`src/sv/scfp_pkg.sv`:
```
`timescale 1ns / 1ps
// ---------------------------------------------------------------------------
// scfp_pkg
// shared types and constants of the serial command frame parser
// ---------------------------------------------------------------------------
package scfp_pkg;

   // csr address map: register i at byte address 4*i
   localparam int CsrAddrWidth = 5;
   localparam int CsrDataWidth = 32;

   localparam logic [2:0] RegStartMarker    = 3'd0;
   localparam logic [2:0] RegEndMarker      = 3'd1;
   localparam logic [2:0] RegAcceptedType   = 3'd2;
   localparam logic [2:0] RegSetModeCode    = 3'd3;
   localparam logic [2:0] RegResetCountCode = 3'd4;
   localparam logic [2:0] RegMaxPayload     = 3'd5;

   // reset values of the registers
   localparam logic [7:0] RstStartMarker    = 8'd170;
   localparam logic [7:0] RstEndMarker      = 8'd85;
   localparam logic [7:0] RstAcceptedType   = 8'd1;
   localparam logic [7:0] RstSetModeCode    = 8'd1;
   localparam logic [7:0] RstResetCountCode = 8'd2;
   localparam logic [7:0] RstMaxPayload     = 8'd16;

   // command kinds of a result word
   localparam logic KindSetMode    = 1'b0;
   localparam logic KindResetCount = 1'b1;

   typedef struct packed {
      logic [7:0] start_marker;
      logic [7:0] end_marker;
      logic [7:0] accepted_type;
      logic [7:0] set_mode_code;
      logic [7:0] reset_count_code;
      logic [7:0] max_payload;
   } cfg_type;

   typedef struct packed {
      logic       command_kind;
      logic [7:0] mode_value;
   } rsp_type;

endpackage

```
`src/sv/scfp_if.sv`:
```
`timescale 1ns / 1ps
// ---------------------------------------------------------------------------
// scfp request and response channels
// valid/ready channels carrying one word per handshake
// ---------------------------------------------------------------------------
interface scfp_req_if;
   logic       valid;
   logic       ready;
   logic       cmd;
   logic [7:0] rx_byte;

   modport source (output valid, output cmd, output rx_byte, input ready);
   modport sink   (input valid, input cmd, input rx_byte, output ready);
endinterface

interface scfp_rsp_if;
   logic       valid;
   logic       ready;
   logic       command_kind;
   logic [7:0] mode_value;

   modport source (output valid, output command_kind, output mode_value, input ready);
   modport sink   (input valid, input command_kind, input mode_value, output ready);
endinterface

```
`src/sv/scfp_csr.sv`:
```
`timescale 1ns / 1ps
// ---------------------------------------------------------------------------
// scfp_csr
// apb-style register file holding the frame parser configuration
// ---------------------------------------------------------------------------
module scfp_csr (
   input  logic                                 clock,
   input  logic                                 reset,
   input  logic                                 psel,
   input  logic                                 penable,
   input  logic                                 pwrite,
   input  logic [scfp_pkg::CsrAddrWidth-1:0]    paddr,
   input  logic [scfp_pkg::CsrDataWidth-1:0]    pwdata,
   output logic [scfp_pkg::CsrDataWidth-1:0]    prdata,
   output logic                                 pready,
   output scfp_pkg::cfg_type                    cfg
);

   scfp_pkg::cfg_type cfg_ff;
   scfp_pkg::cfg_type cfg_in;
   logic [2:0]        reg_index;
   logic [7:0]        wr_byte;
   logic [7:0]        rd_byte;
   logic              wr_en;

   assign pready    = 1'b1;
   assign reg_index = paddr[4:2];
   assign wr_byte   = pwdata[7:0];
   assign wr_en     = psel && penable && pwrite;

   always_comb begin
      cfg_in = cfg_ff;
      if (wr_en) begin
         case (reg_index)
            scfp_pkg::RegStartMarker:    cfg_in.start_marker     = wr_byte;
            scfp_pkg::RegEndMarker:      cfg_in.end_marker       = wr_byte;
            scfp_pkg::RegAcceptedType:   cfg_in.accepted_type    = wr_byte;
            scfp_pkg::RegSetModeCode:    cfg_in.set_mode_code    = wr_byte;
            scfp_pkg::RegResetCountCode: cfg_in.reset_count_code = wr_byte;
            scfp_pkg::RegMaxPayload:     cfg_in.max_payload      = wr_byte;
            default: ;
         endcase
      end
   end

   always_comb begin
      case (reg_index)
         scfp_pkg::RegStartMarker:    rd_byte = cfg_ff.start_marker;
         scfp_pkg::RegEndMarker:      rd_byte = cfg_ff.end_marker;
         scfp_pkg::RegAcceptedType:   rd_byte = cfg_ff.accepted_type;
         scfp_pkg::RegSetModeCode:    rd_byte = cfg_ff.set_mode_code;
         scfp_pkg::RegResetCountCode: rd_byte = cfg_ff.reset_count_code;
         scfp_pkg::RegMaxPayload:     rd_byte = cfg_ff.max_payload;
         default:                     rd_byte = 8'd0;
      endcase
   end

   assign prdata = {{(scfp_pkg::CsrDataWidth-8){1'b0}}, rd_byte};
   assign cfg    = cfg_ff;

   always_ff @(posedge clock) begin
      if (reset) begin
         cfg_ff.start_marker     <= scfp_pkg::RstStartMarker;
         cfg_ff.end_marker       <= scfp_pkg::RstEndMarker;
         cfg_ff.accepted_type    <= scfp_pkg::RstAcceptedType;
         cfg_ff.set_mode_code    <= scfp_pkg::RstSetModeCode;
         cfg_ff.reset_count_code <= scfp_pkg::RstResetCountCode;
         cfg_ff.max_payload      <= scfp_pkg::RstMaxPayload;
      end else begin
         cfg_ff <= cfg_in;
      end
   end

endmodule

```
`src/sv/scfp_parse.sv`:
```
`timescale 1ns / 1ps
// ---------------------------------------------------------------------------
// scfp_parse
// frame phase machine, one byte per accepted word
// ---------------------------------------------------------------------------
module scfp_parse (
   input  logic              clock,
   input  logic              reset,
   input  logic              accept,
   input  logic              cmd,
   input  logic [7:0]        rx_byte,
   input  scfp_pkg::cfg_type cfg,
   output logic              hit,
   output scfp_pkg::rsp_type result
);

   localparam logic [2:0] PhStart   = 3'd0;
   localparam logic [2:0] PhType    = 3'd1;
   localparam logic [2:0] PhId      = 3'd2;
   localparam logic [2:0] PhLength  = 3'd3;
   localparam logic [2:0] PhPayload = 3'd4;
   localparam logic [2:0] PhEnd     = 3'd5;

   logic [2:0] phase_ff, phase_in;
   logic [7:0] frame_code_ff, frame_code_in;
   logic [7:0] length_ff, length_in;
   logic [7:0] seen_ff, seen_in;
   logic [7:0] first_ff, first_in;
   logic [7:0] seen_inc;

   assign seen_inc = seen_ff + 8'd1;

   always_comb begin
      phase_in      = phase_ff;
      frame_code_in = frame_code_ff;
      length_in     = length_ff;
      seen_in       = seen_ff;
      first_in      = first_ff;
      hit           = 1'b0;
      result        = '0;
      if (accept) begin
         if (cmd) begin
            phase_in  = PhStart;
            seen_in   = 8'd0;
            length_in = 8'd0;
         end else begin
            case (phase_ff)
               PhStart: begin
                  if (rx_byte == cfg.start_marker) begin
                     seen_in  = 8'd0;
                     phase_in = PhType;
                  end
               end
               PhType: begin
                  if (rx_byte == cfg.accepted_type) begin
                     phase_in = PhId;
                  end else begin
                     phase_in  = PhStart;
                     seen_in   = 8'd0;
                     length_in = 8'd0;
                  end
               end
               PhId: begin
                  frame_code_in = rx_byte;
                  phase_in      = PhLength;
               end
               PhLength: begin
                  if (rx_byte > cfg.max_payload) begin
                     phase_in  = PhStart;
                     seen_in   = 8'd0;
                     length_in = 8'd0;
                  end else begin
                     length_in = rx_byte;
                     seen_in   = 8'd0;
                     phase_in  = (rx_byte == 8'd0) ? PhEnd : PhPayload;
                  end
               end
               PhPayload: begin
                  if (seen_ff == 8'd0) first_in = rx_byte;
                  seen_in = seen_inc;
                  if (seen_inc >= length_ff) phase_in = PhEnd;
               end
               PhEnd: begin
                  if (rx_byte == cfg.end_marker) begin
                     if (frame_code_ff == cfg.set_mode_code && length_ff == 8'd1) begin
                        hit                 = 1'b1;
                        result.command_kind = scfp_pkg::KindSetMode;
                        result.mode_value   = first_ff;
                     end else if (frame_code_ff == cfg.reset_count_code &&
                                  length_ff == 8'd0) begin
                        hit                 = 1'b1;
                        result.command_kind = scfp_pkg::KindResetCount;
                        result.mode_value   = 8'd0;
                     end
                  end
                  phase_in  = PhStart;
                  seen_in   = 8'd0;
                  length_in = 8'd0;
               end
               default: begin
                  phase_in  = PhStart;
                  seen_in   = 8'd0;
                  length_in = 8'd0;
               end
            endcase
         end
      end
   end

   always_ff @(posedge clock) begin
      if (reset) begin
         phase_ff      <= PhStart;
         frame_code_ff <= 8'd0;
         length_ff     <= 8'd0;
         seen_ff       <= 8'd0;
         first_ff      <= 8'd0;
      end else begin
         phase_ff      <= phase_in;
         frame_code_ff <= frame_code_in;
         length_ff     <= length_in;
         seen_ff       <= seen_in;
         first_ff      <= first_in;
      end
   end

endmodule

```
`src/sv/scfp_outq.sv`:
```
`timescale 1ns / 1ps
// ---------------------------------------------------------------------------
// scfp_outq
// result register with a skid stage behind it
// ---------------------------------------------------------------------------
module scfp_outq (
   input  logic              clock,
   input  logic              reset,
   input  logic              push,
   input  scfp_pkg::rsp_type push_data,
   output logic              space,
   output logic              out_valid,
   input  logic              out_ready,
   output scfp_pkg::rsp_type out_data
);

   logic              main_valid_ff, main_valid_in;
   logic              skid_valid_ff, skid_valid_in;
   scfp_pkg::rsp_type main_ff, main_in;
   scfp_pkg::rsp_type skid_ff, skid_in;
   logic              pop;

   assign pop       = main_valid_ff && out_ready;
   assign space     = !skid_valid_ff;
   assign out_valid = main_valid_ff;
   assign out_data  = main_ff;

   always_comb begin
      main_valid_in = main_valid_ff;
      skid_valid_in = skid_valid_ff;
      main_in       = main_ff;
      skid_in       = skid_ff;
      if (skid_valid_ff) begin
         if (pop) begin
            main_in       = skid_ff;
            skid_valid_in = 1'b0;
         end
      end else if (push) begin
         if (!main_valid_ff || pop) begin
            main_in       = push_data;
            main_valid_in = 1'b1;
         end else begin
            skid_in       = push_data;
            skid_valid_in = 1'b1;
         end
      end else if (pop) begin
         main_valid_in = 1'b0;
      end
   end

   always_ff @(posedge clock) begin
      if (reset) begin
         main_valid_ff <= 1'b0;
         skid_valid_ff <= 1'b0;
      end else begin
         main_valid_ff <= main_valid_in;
         skid_valid_ff <= skid_valid_in;
      end
      main_ff <= main_in;
      skid_ff <= skid_in;
   end

endmodule

```
`src/sv/serial_command_frame_parser.sv`:
```
`timescale 1ns / 1ps
// ---------------------------------------------------------------------------
// serial_command_frame_parser
// parses start/end delimited, length framed command frames from a byte stream
// ---------------------------------------------------------------------------
// One word enters per clock while req.ready is high: a received byte, or a
// flush that sends the parser back to waiting for a start byte. Frames are
// start byte, type, id, length, payload bytes and end byte; a wrong type or an
// over-long length abandons the frame on that byte, a wrong end byte drops it.
// A good frame yields one result word only for set mode (one payload byte) or
// reset count (no payload). A result goes to the result register, or to the
// skid while that is held, then out on rsp. A two-entry output stage (result
// register plus skid) lets input continue while a result waits; req.ready drops
// only when both entries are full. The user must write configuration over the
// apb-style port while the block is idle; the block does not enforce it.
// ---------------------------------------------------------------------------
module serial_command_frame_parser (
   input  logic                              clock,
   input  logic                              reset,
   scfp_req_if.sink                          req,
   scfp_rsp_if.source                        rsp,
   input  logic                              psel,
   input  logic                              penable,
   input  logic                              pwrite,
   input  logic [scfp_pkg::CsrAddrWidth-1:0] paddr,
   input  logic [scfp_pkg::CsrDataWidth-1:0] pwdata,
   output logic [scfp_pkg::CsrDataWidth-1:0] prdata,
   output logic                              pready
);

   scfp_pkg::cfg_type cfg;
   scfp_pkg::rsp_type parse_result;
   scfp_pkg::rsp_type out_data;
   logic              req_accept;
   logic              parse_hit;
   logic              space;

   // configuration registers
   scfp_csr u_csr (
      .clock   (clock),
      .reset   (reset),
      .psel    (psel),
      .penable (penable),
      .pwrite  (pwrite),
      .paddr   (paddr),
      .pwdata  (pwdata),
      .prdata  (prdata),
      .pready  (pready),
      .cfg     (cfg)
   );

   // input word accepted whenever the skid entry is free
   assign req.ready  = space;
   assign req_accept = req.valid && space;

   // frame phase machine
   scfp_parse u_parse (
      .clock   (clock),
      .reset   (reset),
      .accept  (req_accept),
      .cmd     (req.cmd),
      .rx_byte (req.rx_byte),
      .cfg     (cfg),
      .hit     (parse_hit),
      .result  (parse_result)
   );

   // result register and skid
   scfp_outq u_outq (
      .clock     (clock),
      .reset     (reset),
      .push      (parse_hit),
      .push_data (parse_result),
      .space     (space),
      .out_valid (rsp.valid),
      .out_ready (rsp.ready),
      .out_data  (out_data)
   );

   assign rsp.command_kind = out_data.command_kind;
   assign rsp.mode_value   = out_data.mode_value;

   // a full skid entry means the result register is occupied too
   a_skid_implies_main: assert property (@(posedge clock) disable iff (reset)
      !req.ready |-> rsp.valid)
      else $error("skid entry full while result register empty");

   // only a byte word that closes a frame may produce a result
   a_no_result_on_flush: assert property (@(posedge clock) disable iff (reset)
      parse_hit |-> (req_accept && !req.cmd))
      else $error("result produced without an accepted byte");

   // no result is pending right after reset
   a_empty_after_reset: assert property (@(posedge clock)
      reset |=> !rsp.valid)
      else $error("result valid after reset");

endmodule
```
`src/flat_wrapper.sv`:
```
// flat-port wrapper written by rule: the top's interface ports become plain ports
module serial_command_frame_parser_flat 
  (clock, reset, psel, penable, pwrite, paddr, pwdata, prdata, pready, req_valid, req_cmd, req_rx_byte, req_ready, rsp_valid, rsp_command_kind, rsp_mode_value, rsp_ready);
  scfp_req_if req_i ();
  scfp_rsp_if rsp_i ();
  input  logic clock;
  input  logic reset;
  input  logic psel;
  input  logic penable;
  input  logic pwrite;
  input  logic [scfp_pkg::CsrAddrWidth-1:0] paddr;
  input  logic [scfp_pkg::CsrDataWidth-1:0] pwdata;
  output logic [scfp_pkg::CsrDataWidth-1:0] prdata;
  output logic pready;
  input wire logic [$bits(req_i.valid)-1:0] req_valid;
  input wire logic [$bits(req_i.cmd)-1:0] req_cmd;
  input wire logic [$bits(req_i.rx_byte)-1:0] req_rx_byte;
  output wire logic [$bits(req_i.ready)-1:0] req_ready;
  output wire logic [$bits(rsp_i.valid)-1:0] rsp_valid;
  output wire logic [$bits(rsp_i.command_kind)-1:0] rsp_command_kind;
  output wire logic [$bits(rsp_i.mode_value)-1:0] rsp_mode_value;
  input wire logic [$bits(rsp_i.ready)-1:0] rsp_ready;
  assign req_i.valid = req_valid;
  assign req_i.cmd = req_cmd;
  assign req_i.rx_byte = req_rx_byte;
  assign req_ready = req_i.ready;
  assign rsp_valid = rsp_i.valid;
  assign rsp_command_kind = rsp_i.command_kind;
  assign rsp_mode_value = rsp_i.mode_value;
  assign rsp_i.ready = rsp_ready;
  serial_command_frame_parser u_core (.clock(clock), .reset(reset), .req(req_i), .rsp(rsp_i), .psel(psel), .penable(penable), .pwrite(pwrite), .paddr(paddr), .pwdata(pwdata), .prdata(prdata), .pready(pready));
endmodule
```
`config.mk`:
```
export PLATFORM = sky130hd
export DESIGN_NAME = serial_command_frame_parser_flat
export DESIGN_NICKNAME = d
export VERILOG_FILES = /design/src/sv/scfp_pkg.sv /design/src/sv/scfp_if.sv /design/src/sv/scfp_csr.sv /design/src/sv/scfp_parse.sv /design/src/sv/scfp_outq.sv /design/src/sv/serial_command_frame_parser.sv /design/src/flat_wrapper.sv
export SDC_FILE = /design/constraint.sdc
export NUM_CORES = 1
export LEC_CHECK = 0
export BUFFER_PORTS_ARGS = -buffer_cell sky130_fd_sc_hd__buf_2
export CORE_ASPECT_RATIO = 0.75
export CORE_MARGIN = 1.5
export CORE_UTILIZATION = 30
export DETAILED_ROUTE_END_ITERATION = 8
export GPL_ROUTABILITY_DRIVEN = 0
export SLEW_MARGIN = 20
export SYNTH_ARGS = -nofsm -noshare
export SYNTH_HDL_FRONTEND = slang
export SYNTH_HIERARCHICAL = 1
export SYNTH_SLANG_ARGS = --single-unit
```
`constraint.sdc`:
```
create_clock -name clock -period 3.4 [get_ports clock]
set_input_delay 0.68 -clock clock [delete_from_list [all_inputs] [get_ports clock]]
set_output_delay 0.68 -clock clock [all_outputs]
set_load 0.05 [all_outputs]
```
==> flow_summary.toml <==
[outcome]
status = "finished, final reports clean"

[power]
seqPwrFrac_pct = 46.5
switching_share_pct = 28.8
combPwrFrac_pct = 11.6
p_per_area_nw_per_um2 = 412
pwr-share-clk_pct = 41.9
switching_power_mw = 0.777
leakage_nw = 2.57
intPower_mw = 1.92
vdd_drop_max_uv = 210

[hold_path]
hp-class = "reg2reg"

[clock_network]
postCtsSetupRepairBufs = 0
cts_hold_buf = 0
htree_levels = 3
clk_latency_ns = 0.36
root_buffer = "clkbuf_16"
cts_tree = "yes"
cts-resized-gates = 0
clk_path_buf_depth = 2
cts_made_buffers = 9
path_clk_slew_ns = 0.08
cts_sinks = 103

[worst_setup_path]
r2r-start = "u_core/u_outq/skid_valid_ff$_SDFF_PP0_"
r2r_slack_ns = 0.58
critPathArrivalTime_ns = 2.84
end_kind = "flip-flop"
crit_path_end = "u_core/u_outq/skid_ff[1]$_DFFE_PP_"
cp_max_fo = 9
crit_type = "reg2reg"
required_ns = 3.42
crit_path_start_kind = "flip-flop"
rr_endpoint = "u_core/u_outq/skid_ff[1]$_DFFE_PP_"
critical_path.startpoint = "u_core/u_outq/skid_valid_ff$_SDFF_PP0_"
rr_worst_depth = 9

[timing]
layout_min_cycle_time_ns = 2.82
worstMarginPinSlew_ns = 0.631
finalMaxSlewViolations = 0
post-route-period-util_pct = 82.9
rsz0062_at_grt = "no"
worst_slack_ns = 0.581
hold_viol = 0
setup_tns_ns = 0
fmax_mhz = 355
finClkSkew_ns = 0.0136
slew_headroom_pct = 57.7
setup_viol = 0

[routing]
drtIter0Drc = 384
wl_per_cell_um = 17.1
ant_nets = 0
vias_per_cell = 5.08
num_vias = 4670
drc = 0
first_pass_iters = 7
wirelength_um = 15800

[synthesis]
synth.cells.most_frequent = "dfxtp_1, a21oi_1, nand3_1"
ys_dominant_reg_cell = "dfxtp_1"
synth.mux.area_fraction_pct = 9.37
yosys.area_share.simple_pct = 19.5
ys_ff_latch = 103
synth-compound-area-share_pct = 13.7
synth_seq_area_share_pct = 37.7
yosysTopAreaCell = "dfxtp_1"
synth_xor_area_share_pct = 6.78
synthAdderAreaFrac_pct = 3.79
syn_area_per_cell_um2 = 9.32
async_flop_share_pct = 0
postSynthCellCount = 638
synth_edf_count = 18
synth_area_um2 = 5940
synth_top_family_by_area = "simple AND/OR/NAND/NOR gates"
synth_area_leaders = "dfxtp_1, edfxtp_1, mux2i_1"
synth.most_common_cell = "dfxtp_1"
ys_warn_count = 6
yosysTopAreaCellShare_pct = 28.6
yosys.cell_types.count = 66

[floorplanning]
rows = 44
coreArea_um2 = 19400
die_w_um = 166
num_io_pins = 97
dieArea_um2 = 20700
initial_core_util_pct = 30.7
die_h_um = 125

[finish]
diodes = 0
layout-drive-gt1-share_pct = 16.8
syn_to_final_growth_pct = 10.1
fin_nets = 733
n_fill_cell = 2039

[placement]
hpwl_um = 11500
place_ws_ns = 0.276
io_buffers = 45

[grt]
grtUsageTotal_pct = 15.7
grt_pass1_vias = 4322
grt_pass1_wl_um = 25000
grt_max_degree = 43
antenna_found_initial = 0
overflow = 0

[flow_run]
cap_violations = 0
-- final cells by class --
class                      instances  area [um^2]  area share, %
multi-input combinational        466         3250           49.7
sequential                       103         2240           34.3
tap                              253          317           4.84
timing repair buffer              57          315           4.82
clock buffer                       9          225           3.44
clock inverter                     7          100           1.53
inverter                          25         93.8           1.43
-- flip-flops by register name, summed over array words and instances (netlist names) --
name	cells
u_core/u_csr/cfg	48
u_core/u_parse/first_ff	8
u_core/u_outq/out_valid	1
u_core/u_parse/length_ff	8
u_core/u_outq/skid_ff	9
u_core/u_parse/phase_ff	3
u_core/u_outq/out_data	9
u_core/u_parse/frame_code_ff	8
u_core/u_outq/skid_valid_ff	1
u_core/u_parse/seen_ff	8
-- placed cells by master, fill, tap and decap left out, types with 9 or more instances in the layout --
cell type,count
a21oi_1,44
and2_1,12
buf_2,45
buf_4,12
clkbuf_16,9
conb_1,25
dfxtp_1,85
edfxtp_1,18
ha_1,18
inv_1,22
mux2_2,15
mux2i_1,32
nand2_1,24
nand2b_1,20
nand3_1,44
nand4_1,10
nor2_1,40
o21ai_0,41
xnor2_1,32
xor2_1,14
-- cells by family (layout without fill, tap and decap cells) --
kind of cell | Yosys count | after routing
and+or+nand+nor | 198 | 198
AOI/OAI and AO/OA | 129 | 129
DFF | 103 | 103
buffers and inverters | 92 | 98
muxes | 50 | 50
xor gates and xnor gates | 46 | 46
adders and majority gates | 18 | 18
other | 2 | 25
-- power by group through the flow --
stage | clock [mW] | combinational, mW | sequential [mW]
floorplan | 0 | 0.261 | 1.28
global placement | 0 | 0.309 | 1.28
detailed placement | 0 | 0.309 | 1.28
CTS | 1.15 | 0.309 | 1.25
global route | 1.20 | 0.334 | 1.25
finish | 1.13 | 0.312 | 1.25
-- critical path: stages, from the launching register on --
cell and delay (ns):
dfxtp_1 0.31, inv_1 0.08, and2_1 0.23, inv_2 0.09
nor4b_1 0.27, nand4_1 0.15, nor3_1 0.24, nor4b_2 0.41
or2_1 0.22, and4_1 0.47
-- how the worst min path moves through the flow --
| stage | startpoint | endpoint | slack [ns] | cells past startpoint |
|---|---|---|---|---|
| 4_1_cts | u_core/u_parse/first_ff[4]$_SDFFE_PP0P_ | u_core/u_parse/first_ff[4]$_SDFFE_PP0P_ | 0.50 | 2 |
| 3_5_place_dp | u_core/u_parse/first_ff[4]$_SDFFE_PP0P_ | u_core/u_parse/first_ff[4]$_SDFFE_PP0P_ | 0.48 | 2 |
| 3_3_place_gp | u_core/u_parse/first_ff[3]$_SDFFE_PP0P_ | u_core/u_parse/first_ff[3]$_SDFFE_PP0P_ | 0.47 | 2 |
| 5_1_grt | u_core/u_parse/frame_code_ff[2]$_SDFFE_PP0P_ | u_core/u_parse/frame_code_ff[2]$_SDFFE_PP0P_ | 0.53 | 2 |
| 2_1_floorplan | u_core/u_parse/first_ff[0]$_SDFFE_PP0P_ | u_core/u_parse/first_ff[0]$_SDFFE_PP0P_ | 0.45 | 2 |
| 6_report | u_core/u_parse/first_ff[6]$_SDFFE_PP0P_ | u_core/u_parse/first_ff[6]$_SDFFE_PP0P_ | 0.50 | 2 |
-- routing by layer --
metal,wire length [um],track usage [%],vias up
met2,6390,20.6,151
li1,-,-,2273
met4,172,4.10,0
met3,1200,4.33,13
met1,8010,24.5,2233
met5,0,0,-
-- per-stage QoR --
step | power [mW] | util, % | hold WS (ns) | std cells | instance area, um^2
2_1_floorplan | 1.54 | - | 0.446 | 661 | 6030
3_3_place_gp | 1.59 | 32.1 | 0.468 | 904 | 6220
3_5_place_dp | 1.59 | 32.1 | 0.480 | 904 | 6220
4_1_cts | 2.71 | 33.8 | 0.498 | 920 | 6550
5_1_grt | 2.79 | 33.8 | 0.526 | 920 | 6550
6_report | 2.70 | 33.8 | 0.496 | 920 | 6550
Power figures use the tool's default switching activity.
